==> config.mk <==
export PLATFORM = sky130hd
export DESIGN_NAME = char_lcd_nibble_writer
export DESIGN_NICKNAME = d
export VERILOG_FILES = /design/src/rtl/clnw_pkg.sv /design/src/rtl/clnw_front.sv /design/src/rtl/clnw_queue.sv /design/src/rtl/clnw_back.sv /design/src/rtl/char_lcd_nibble_writer.sv
export SDC_FILE = /design/constraint.sdc
export NUM_CORES = 1
export LEC_CHECK = 0
export BUFFER_PORTS_ARGS = -buffer_cell sky130_fd_sc_hd__buf_2
export CORE_ASPECT_RATIO = 1.25
export CORE_UTILIZATION = 25
export DETAILED_ROUTE_END_ITERATION = 6
export PLACE_DENSITY = 0.39
export SLEW_MARGIN = 20
export SYNTH_ARGS = -nofsm -noshare
export SYNTH_HDL_FRONTEND = slang
export SYNTH_SLANG_ARGS = --single-unit
==> constraint.sdc <==
create_clock -name clk -period 7.4 [get_ports clk]
set_input_delay 1.11 -clock clk [delete_from_list [all_inputs] [get_ports clk]]
set_output_delay 1.11 -clock clk [all_outputs]
set_load 0.02 [all_outputs]
==> src/rtl/clnw_pkg.sv <==
// ----------------------------------------------------------------------------
// clnw_pkg: shared types and constants of the character LCD nibble writer
// Holds the request, job and step types, the function and extra-wait codes,
// the register indexes and reset values, and the init command table.
// ----------------------------------------------------------------------------
package clnw_pkg;

	// request kinds
	localparam logic [2:0] FUNC_DATA   = 3'd0;
	localparam logic [2:0] FUNC_CMD    = 3'd1;
	localparam logic [2:0] FUNC_CURSOR = 3'd2;
	localparam logic [2:0] FUNC_CLEAR  = 3'd3;
	localparam logic [2:0] FUNC_INIT   = 3'd4;

	// configuration register indexes
	localparam logic [1:0] REG_PULSE  = 2'd0;
	localparam logic [1:0] REG_SETTLE = 2'd1;
	localparam logic [1:0] REG_SLOW   = 2'd2;
	localparam logic [1:0] REG_POWER  = 2'd3;

	localparam logic [15:0] PULSE_RESET  = 16'd20;
	localparam logic [15:0] SETTLE_RESET = 16'd100;
	localparam logic [15:0] SLOW_RESET   = 16'd5000;
	localparam logic [15:0] POWER_RESET  = 16'd50000;

	// extra wait added to the final step of a byte
	localparam logic [1:0] EXTRA_NONE   = 2'd0;
	localparam logic [1:0] EXTRA_SETTLE = 2'd1;
	localparam logic [1:0] EXTRA_SLOW   = 2'd2;

	// LCD command bytes
	localparam logic [7:0] CMD_CLEAR_DISPLAY = 8'h01;
	localparam logic [7:0] LCD_SET_DDR       = 8'h80;
	localparam logic [7:0] ROW1_OFFSET       = 8'h40;

	localparam int unsigned QUEUE_DEPTH = 2;
	localparam int unsigned QUEUE_AW    = $clog2(QUEUE_DEPTH);

	localparam int unsigned INIT_LEN = 7;

	typedef struct packed {
		logic [2:0] func;
		logic [7:0] byte_value;
		logic [1:0] row;
		logic [4:0] column;
	} req_t;

	typedef struct packed {
		logic       reg_select;
		logic [3:0] nibble;
		logic       enable;
		logic [15:0] hold_us;
		logic       last;
	} step_t;

	// one classified request waiting for the back end
	typedef struct packed {
		logic       is_init;
		logic       rs;
		logic [7:0] data;
		logic [1:0] extra;
	} job_t;

	typedef struct packed {
		logic [15:0] pulse_us;
		logic [15:0] cmd_settle_us;
		logic [15:0] slow_cmd_us;
		logic [15:0] power_up_us;
	} cfg_t;

	// power-up init sequence for 4-bit mode, two lines
	function automatic logic [7:0] init_cmd(input logic [2:0] idx);
		logic [7:0] c;
		unique case (idx)
			3'd0: c = 8'h33;
			3'd1: c = 8'h32;
			3'd2: c = 8'h28;
			3'd3: c = 8'h08;
			3'd4: c = 8'h01;
			3'd5: c = 8'h06;
			3'd6: c = 8'h0C;
			default: c = 8'h0F;
		endcase
		return c;
	endfunction

endpackage

==> src/rtl/clnw_front.sv <==
// ----------------------------------------------------------------------------
// clnw_front: request decode
// Accepts requests, turns each into a job (byte, RS level, extra wait) and
// pushes it into the job queue. Bad cursor positions and unknown kinds are
// accepted and dropped.
// ----------------------------------------------------------------------------
module clnw_front #(
	parameter int LINE_LENGTH = 16
) (
	input  logic            req_valid,
	input  clnw_pkg::req_t  req,
	output logic            req_stall,
	input  logic            q_full,
	output logic            q_push,
	output clnw_pkg::job_t  job
);
	import clnw_pkg::*;

	logic keep;
	logic cursor_ok;

	assign cursor_ok = (req.row[1] == 1'b0) && (32'(req.column) < 32'(LINE_LENGTH));

	// classify the request
	always_comb begin
		job  = '0;
		keep = 1'b1;
		unique case (req.func)
			FUNC_DATA: begin
				job.rs    = 1'b1;
				job.data  = req.byte_value;
				job.extra = EXTRA_NONE;
			end
			FUNC_CMD: begin
				job.data  = req.byte_value;
				job.extra = EXTRA_SETTLE;
			end
			FUNC_CURSOR: begin
				// column is below 32, so the row offset only sets bit 6
				job.data  = LCD_SET_DDR | (req.row[0] ? ROW1_OFFSET : 8'h00) | 8'(req.column);
				job.extra = EXTRA_SETTLE;
				keep      = cursor_ok;
			end
			FUNC_CLEAR: begin
				job.data  = CMD_CLEAR_DISPLAY;
				job.extra = EXTRA_SLOW;
			end
			FUNC_INIT: begin
				job.is_init = 1'b1;
				job.extra   = EXTRA_SLOW;
			end
			default: keep = 1'b0;
		endcase
	end

	assign req_stall = q_full;
	assign q_push    = req_valid && !q_full && keep;

endmodule

==> src/rtl/clnw_queue.sv <==
// ----------------------------------------------------------------------------
// clnw_queue: job queue
// Small register FIFO between decode and the step sequencer.
// ----------------------------------------------------------------------------
module clnw_queue (
	input  logic           clk,
	input  logic           arst_n,
	input  logic           push,
	input  clnw_pkg::job_t wr_job,
	input  logic           pop,
	output clnw_pkg::job_t rd_job,
	output logic           full,
	output logic           empty
);
	import clnw_pkg::*;

	job_t                mem_q [QUEUE_DEPTH];
	logic [QUEUE_AW-1:0] wr_ptr_q;
	logic [QUEUE_AW-1:0] rd_ptr_q;
	logic [QUEUE_AW:0]   count_q;

	assign full   = (count_q == (QUEUE_AW+1)'(QUEUE_DEPTH));
	assign empty  = (count_q == '0);
	assign rd_job = mem_q[rd_ptr_q];

	// storage
	always_ff @(posedge clk) begin
		if (push) begin
			mem_q[wr_ptr_q] <= wr_job;
		end
	end

	// pointers and fill level; depth is a power of two so pointers wrap
	always_ff @(posedge clk or negedge arst_n) begin
		if (!arst_n) begin
			wr_ptr_q <= '0;
			rd_ptr_q <= '0;
			count_q  <= '0;
		end else begin
			if (push) begin
				wr_ptr_q <= wr_ptr_q + 1'b1;
			end
			if (pop) begin
				rd_ptr_q <= rd_ptr_q + 1'b1;
			end
			if (push && !pop) begin
				count_q <= count_q + 1'b1;
			end else if (pop && !push) begin
				count_q <= count_q - 1'b1;
			end
		end
	end

endmodule

==> src/rtl/clnw_back.sv <==
// ----------------------------------------------------------------------------
// clnw_back: step sequencer
// Expands the job at the queue head into pin steps in an output register, one
// per cycle unless step_stall holds it. Pops the job when its final step is loaded.
// ----------------------------------------------------------------------------
module clnw_back (
	input  logic            clk,
	input  logic            arst_n,
	input  clnw_pkg::cfg_t  cfg,
	input  clnw_pkg::job_t  job,
	input  logic            job_valid,
	output logic            pop,
	output logic            step_valid,
	output clnw_pkg::step_t step,
	input  logic            step_stall
);
	import clnw_pkg::*;

	logic [4:0]  cnt_q;
	logic        step_valid_q;
	step_t       step_q;

	logic        load;
	logic [4:0]  pos;
	logic [4:0]  k;
	logic [2:0]  cmd_idx;
	logic [1:0]  phase;
	logic        idle_step;
	logic        is_last;
	logic [7:0]  cur_byte;
	logic [15:0] extra_a;
	logic [15:0] extra_b;
	logic [17:0] sum;
	step_t       nxt;

	// position in the step list; byte jobs skip the idle step
	assign pos       = job.is_init ? cnt_q : cnt_q + 5'd1;
	assign k         = pos - 5'd1;
	assign cmd_idx   = k[4:2];
	assign phase     = k[1:0];
	assign idle_step = (pos == 5'd0);
	assign is_last   = !idle_step && (phase == 2'd3) &&
		(!job.is_init || cmd_idx == 3'(INIT_LEN - 1));
	assign cur_byte  = job.is_init ? init_cmd(cmd_idx) : job.data;

	assign load = job_valid && (!step_valid_q || !step_stall);
	assign pop  = load && is_last;

	// extra wait on the final step of a byte
	always_comb begin
		extra_a = '0;
		extra_b = '0;
		if (phase == 2'd3) begin
			unique case (job.extra)
				EXTRA_SETTLE: extra_a = cfg.cmd_settle_us;
				EXTRA_SLOW: begin
					extra_a = cfg.cmd_settle_us;
					extra_b = cfg.slow_cmd_us;
				end
				default: ;
			endcase
		end
	end

	assign sum = 18'(cfg.pulse_us) + 18'(extra_a) + 18'(extra_b);

	// build the next step
	always_comb begin
		nxt = '0;
		if (idle_step) begin
			nxt.hold_us = cfg.power_up_us;
		end else begin
			nxt.reg_select = job.rs;
			nxt.nibble     = phase[1] ? cur_byte[3:0] : cur_byte[7:4];
			nxt.enable     = !phase[0];
			nxt.hold_us    = (|sum[17:16]) ? 16'hFFFF : sum[15:0];
			nxt.last       = is_last;
		end
	end

	// step counter and output valid
	always_ff @(posedge clk or negedge arst_n) begin
		if (!arst_n) begin
			cnt_q        <= '0;
			step_valid_q <= 1'b0;
		end else begin
			if (load) begin
				cnt_q <= is_last ? 5'd0 : cnt_q + 5'd1;
			end
			if (load) begin
				step_valid_q <= 1'b1;
			end else if (!step_stall) begin
				step_valid_q <= 1'b0;
			end
		end
	end

	// output payload
	always_ff @(posedge clk) begin
		if (load) begin
			step_q <= nxt;
		end
	end

	assign step_valid = step_valid_q;
	assign step       = step_q;

endmodule

==> src/rtl/char_lcd_nibble_writer.sv <==
// ----------------------------------------------------------------------------
// char_lcd_nibble_writer: 4-bit character LCD pin-step generator
// Expands data, command, cursor, clear and init requests into timed pin steps
// (RS, D7..D4, EN, hold time) for a two-line character LCD.
// ----------------------------------------------------------------------------
//  port group   kind         handshake            payload
//  req          request in   req_valid/req_stall  req (req_t)
//  step         step out     step_valid/step_stall step (step_t)
//  cfg          reg write    cfg_wen              cfg_index, cfg_data
//
//  One step leaves per cycle unless step_stall holds it; the step sequencer is
//  the limit. Requests queue two deep behind it.
//  A request's first step is registered in the job queue, then the output register.
//  Dropped requests (bad cursor, unknown kind) are accepted and give nothing.
//  arst_n clears the queue, sequencer and registers to their reset values.
//  step_stall freezes the output register; decode keeps filling the queue until it is full.
// ----------------------------------------------------------------------------
module char_lcd_nibble_writer #(
	parameter int LINE_LENGTH = 16
) (
	input  logic            clk,
	input  logic            arst_n,
	input  logic            req_valid,
	output logic            req_stall,
	input  clnw_pkg::req_t  req,
	output logic            step_valid,
	input  logic            step_stall,
	output clnw_pkg::step_t step,
	input  logic            cfg_wen,
	input  logic [1:0]      cfg_index,
	input  logic [15:0]     cfg_data
);
	import clnw_pkg::*;

	cfg_t cfg_q;
	job_t push_job;
	job_t head_job;
	logic q_push;
	logic q_pop;
	logic q_full;
	logic q_empty;

	// configuration registers
	always_ff @(posedge clk or negedge arst_n) begin
		if (!arst_n) begin
			cfg_q.pulse_us      <= PULSE_RESET;
			cfg_q.cmd_settle_us <= SETTLE_RESET;
			cfg_q.slow_cmd_us   <= SLOW_RESET;
			cfg_q.power_up_us   <= POWER_RESET;
		end else if (cfg_wen) begin
			unique case (cfg_index)
				REG_PULSE:  cfg_q.pulse_us      <= cfg_data;
				REG_SETTLE: cfg_q.cmd_settle_us <= cfg_data;
				REG_SLOW:   cfg_q.slow_cmd_us   <= cfg_data;
				REG_POWER:  cfg_q.power_up_us   <= cfg_data;
				default: ;
			endcase
		end
	end

	clnw_front #(
		.LINE_LENGTH(LINE_LENGTH)
	) u_front (
		.req_valid (req_valid),
		.req       (req),
		.req_stall (req_stall),
		.q_full    (q_full),
		.q_push    (q_push),
		.job       (push_job)
	);

	clnw_queue u_queue (
		.clk    (clk),
		.arst_n (arst_n),
		.push   (q_push),
		.wr_job (push_job),
		.pop    (q_pop),
		.rd_job (head_job),
		.full   (q_full),
		.empty  (q_empty)
	);

	clnw_back u_back (
		.clk        (clk),
		.arst_n     (arst_n),
		.cfg        (cfg_q),
		.job        (head_job),
		.job_valid  (!q_empty),
		.pop        (q_pop),
		.step_valid (step_valid),
		.step       (step),
		.step_stall (step_stall)
	);

`ifndef SYNTHESIS
	// the sequencer only retires a job that is really queued
	a_pop_nonempty: assert property (@(posedge clk) disable iff (!arst_n)
		q_pop |-> !q_empty)
		else $error("job popped from empty queue");

	// a push never lands on a full queue
	a_push_room: assert property (@(posedge clk) disable iff (!arst_n)
		q_push |-> !q_full)
		else $error("job pushed into full queue");

	// the final step of a request always drops EN
	a_last_en_low: assert property (@(posedge clk) disable iff (!arst_n)
		step_valid && step.last |-> !step.enable)
		else $error("final step with EN high");

	// a popped job leaves its final step valid in the output register
	a_last_pops: assert property (@(posedge clk) disable iff (!arst_n)
		q_pop |=> step_valid && step.last)
		else $error("job retired without a final step");
`endif

endmodule

Yosys cells after proc, flatten, opt, wreduce, memory -nomap -nowiden
Memory sizes are Yosys's and may differ from the RTL's.
Index checks and enable logic that the tools add are counted.

word-level totals
  register bits after elaboration = 97
  RAM bits = 24
  input bits = 41
  output and inout bits = 25
  word-level logic and storage cells = 103
  memories kept = 1

memories
  name           depth  width  read ports  clocked after memory_dff  wr ports  line              text
  u_queue.mem_q  2      12     1           0                         1         clnw_queue.sv:17  job_t mem_q [QUEUE_DEPTH];

operators by class
  add/subtract/negate cells = 8
  magnitude comparators = 1
  equal/unequal tests = 18
  mux-type cells = 23
  bitwise logic cells = 2
  reductions and logical operators = 36

operators by type and width
  kind                                               count
  two-way mux 16 bit                                 6
  case mux 6 bit (7 select lines)                    1
  case mux 8 bit (3 select lines)                    1
  adder 18 x 16 -> 18 bit                            1
  adder 16 x 16 -> 17 bit                            1
  == test 3 x 2 -> 1 bit (second input constant)     4
  == test 3 bit (second input constant)              4
  == test 2 bit (second input constant)              5
  two-way mux 5 bit                                  2
  OR reduction 2 bit                                 5
  logical AND 1 bit                                  9
  zero test 1 bit                                    9
  two-way mux 8 bit                                  1
  OR 8 x 5 -> 8 bit                                  1
  AND reduction 2 bit                                4
  two-way mux 7 bit                                  1
  == test 3 x 1 -> 1 bit (second input constant)     2
  zero test 3 bit                                    2
  two-way mux 1 bit                                  6
  adder 5 x 1 -> 5 bit (second input constant)       1
  zero test 5 bit                                    1
  < comparator 5 bit (second input constant)         1
  subtractor 5 x 1 -> 5 bit (second input constant)  1
  == test 2 x 1 -> 1 bit (second input constant)     2
  other kinds (13)                                   17

Longest topological paths before layout
  depth after elaboration = 10
  gate-level depth with buffers = 26
  depth with buffers taken out = 23

Modules after synthesis
A second synthesis with hierarchy kept.

unflattened totals
  cell total of the unflattened synthesis = 561
  area total of the unflattened synthesis = 6764.0 sq um

by module, submodules not included
  module                  times used  cells each  area an instance (sq um)  sequential area each (sq um)
  clnw_back               1           334         2991.6                    840.8
  char_lcd_nibble_writer  1           137         2434.8                    1621.6
  clnw_queue              1           53          1087.3                    820.8
  clnw_front              1           37          250.2                     0.0

Worst setup path after synthesis
No wires, ideal clock.

  path type = reg-to-reg
  from = reg u_queue.rd_ptr_q
  to = reg u_back.step_q, in the netlist u_back.step[15] (data pin)
  data arrival time = 5623 ps
  required time = 7139 ps
  slack = 1516 ps
  stages on the path, launching flop included = 25
  buffers on the path = 2
  period minus slack after synthesis = 5884 ps
  cells stage by stage = dfrtp_1 -> buf_2 -> mux2_2 -> mux2i_1 -> ha_1 -> nor2b_1 -> clkbuf_1 -> nand2_1 -> inv_1 -> ha_1 -> a21o_1 -> a21oi_1 -> o21ai_1 -> o211a_2 -> a221o_1 -> a21oi_1 -> xnor2_1 -> ha_1 -> a21oi_1 -> nand3_1 -> or4_1 -> nor3_1 -> nand4_1 -> mux2_4 -> o32a_1

RTL lines
  item                    line              text
  start, declared         clnw_queue.sv:19  logic [QUEUE_AW-1:0] rd_ptr_q;
  start signal, assigned  clnw_queue.sv:44  rd_ptr_q <= rd_ptr_q + 1'b1;
  end signal, assigned    clnw_back.sv:101  step_q <= nxt;
  end, declared           clnw_back.sv:21   step_t step_q;

==> impl_metrics.toml <==
[sta]
drv_slew = 0
fin_setup_tns_ps = 0
tightest_slew_ps = 1043
min_period_over_period_pct = 85.57
hold_violations = 0
fin_ws_ps = 1068
fin_crit_ps = 6332
setup_violations = 0
timing.fmax_ghz = 0.1579
rsz0062_at_grt = "no"
final.setup_skew_ps = 9.216
relSlewSlack_pct = 30.30

[synth]
synth.distinct_cells = 66
syn_inst = 587
ys.flop_type = "dfrtp_1"
ys_warn_count = 0
ys_ff_latch = 121
syn_nets = 667
seq_area_frac_synth_pct = 48.15
syn_avg_cell_area_um2 = 11.62
async_flop_share_pct = 61.16
yosysTopAreaCell = "dfrtp_1"
synth.area.top_cells = "dfrtp_1 21%, edfxtp_1 21%, mux2_2 11%"
syn_area_mm2 = 0.006819
synth_top_area_share_pct = 21.28
synth_edf_count = 47

[cts]
cts_htree_levels = 4
ctsResizeCount = 0
clk_latency_ps = 420
numCtsBuffers = 17
cts_tree = "built"
cts_buffer_depth = 2
cts.clk_slew.worst_paths_ps = 60
clockRootBuffer = "clkbuf_16"
cts.sinks = 121
cts_hold_buffers = 0
postCtsSetupBuffers = 0

[worst_setup_path]
worstPathRequired_ps = 7570
critPathSlowestCell = "dfrtp_1"
cp.buffers_inverters = 3
worstPathCellList = "mux2i_2, buf_4, xnor2_1, ha_1, nor2b_1, buf_4, nand2_1, inv_1, ha_1, a21o_1, a21oi_1, o21ai_1, o211a_2, a221o_1, a21oi_1, xnor2_1, ha_1, a21oi_1, nand3_1, or4_1, nor3_1, nand4_1, mux2_4, o32a_1"
r2r_setup_slack_ps = 1070
end_kind = "flop"
cp_slowest_stage_delay_ps = 700
cp_max_fo = 16
cp_top_family = "compound AO/OA/AOI/OAI gates"
arrival_ps = 6500
crit_type = "flop to flop"
startpoint_type = "flop"

[grt]
track_usage_pct = 12.85
grt_pass1_vias = 4899
antenna_found_initial = 0
grt_max_degree = 75
grt_pass1_wl_um = 27080
globalRouteOverflowTotal = 0

[finish]
drive_gt1_share_pct = 28.89
final_cell_area_mm2 = 0.008115
antenna_cells = 0
syn_to_final_growth_pct = 19.01
final_util_pct = 30.25
final_nets = 735

[detailed_routing]
drt_iter0_markers = 268
totalWireLength_um = 16800
wl_per_cell_um = 16.59
dr_total_vias = 4798
vias_per_cell = 4.736
dr.pass1.iters = 4
drc_errors = 0
ant_nets = 0

[floorplanning]
rows = 67
ios = 66
die_h_um = 186.7
core_area_mm2 = 0.02683
die_w_um = 149.7
die-area_mm2 = 0.02795
initial_core_util_pct = 25.42

[placed_design]
port_buffers = 65
dpl_cell_area_mm2 = 0.007531
hpwl_um = 12370
gp_congestion = 0.7967
dp_slack_ps = 991.0

[run]
maxCapViolCount = 0

[power]
ir_worst_vdd_uv = 126.7
p_per_area_mw_per_mm2 = 430.8
total_power_uw = 3496
leakage_uw = 0.003430

[status]
status = "finished clean"

[min_path]
hp-class = "flop to flop"
==> kinds of logic (layout without fill, tap and decap cells) <==
kind of cell	after synthesis	count (layout)	synth area share, %
compound gates	124	124	12.77
xor+xnor	32	32	4.110
fa+ha+maj	39	39	7.376
buf+inv	36	117	2.147
flops	121	121	48.15
mux	76	76	13.05
simple gates	159	159	12.40
==> power breakdown <==
| group | total, uW | internal, uW | leakage, uW | switching [uW] |
|---|---|---|---|---|
| Combinational | 1610 | 694 | 0.00186 | 912 |
| Clock | 810 | 498 | 0.000276 | 312 |
| Sequential | 1080 | 957 | 0.00130 | 124 |
==> through the flow <==
step | hold WS [ps] | cells
global route | 520.4 | 1013
global placement | 472.6 | 981
floorplan | 455.5 | 587
CTS | 504.0 | 1013
detailed placement | 485.5 | 981
finish | 500.4 | 1013
==> placed cells by master (no fill, tap or decap), types with 16 or more instances in the layout <==
cell / instances
ha_1: 37
dfstp_2: 16
edfxtp_1: 47
nand2_1: 24
clkbuf_16: 17
xnor2_1: 23
mux2_2: 66
and3_1: 18
dfrtp_1: 58
a21oi_1: 30
nor2_1: 34
and2_1: 18
buf_2: 64
==> cells in the mapped netlist, types with 4 or more instances <==
cell type and count:
edfxtp_1 47, clkbuf_1 15, o22ai_1 4, xnor2_1 23
a31oi_1 4, xor2_1 9, mux2i_1 5, nand2_1 24
inv_1 15, nand3_1 14, dfrtp_1 58, ha_1 37
o21bai_1 4, a21o_1 10, a21oi_1 30, nor3_1 10
and2_1 18, o22a_1 14, o21a_1 6, nor2b_1 14
o21ai_0 11, nand2b_1 8, dfstp_2 16, nor2_1 34
o21ai_1 7, mux2_2 66, and3_1 18
==> layer usage <==
metal	wire length, um	track usage (%)
met1	7724	16.46
met5	0	0
met3	536	2.469
met4	317	5.245
met2	8223	21.03
==> final timing paths <==
kind                       cells past startpoint                 to               from
max                                           24    u_back.step[15]   u_queue.rd_ptr_q
min                                            2  u_back.step_valid  u_back.step_valid
max reg2reg                                   24    u_back.step[15]   u_queue.rd_ptr_q
min reg2reg                                    2  u_back.step_valid  u_back.step_valid
max in group asynchronous                      1          cfg_q[55]             arst_n
min in group asynchronous                      1  u_back.step_valid             arst_n
==> cell type report <==
class                      instances  area (um^2)
timing repair buffer              70        369.1
fill                            2775        18710
clock buffer                      19        432.9
sequential                       121         3283
multi-input combinational        430         3397
clock inverter                    13        145.1
tap                              345        431.7
inverter                          15        56.30
==> worst min-delay path: stages (launching register included) <==
cell and delay [ps]:
dfrtp_1 350, nand2_1 70, nand2_1 50
==> sequential cells by signal, summed over array words and instances (netlist names) <==
signal             count
cfg_q                 64
u_queue.mem_q         24
u_back.step           23
u_back.cnt_q           5
u_queue.count_q        2
u_back.step_valid      1
u_queue.rd_ptr_q       1
u_queue.wr_ptr_q       1
Power figures use the tool's default switching activity.
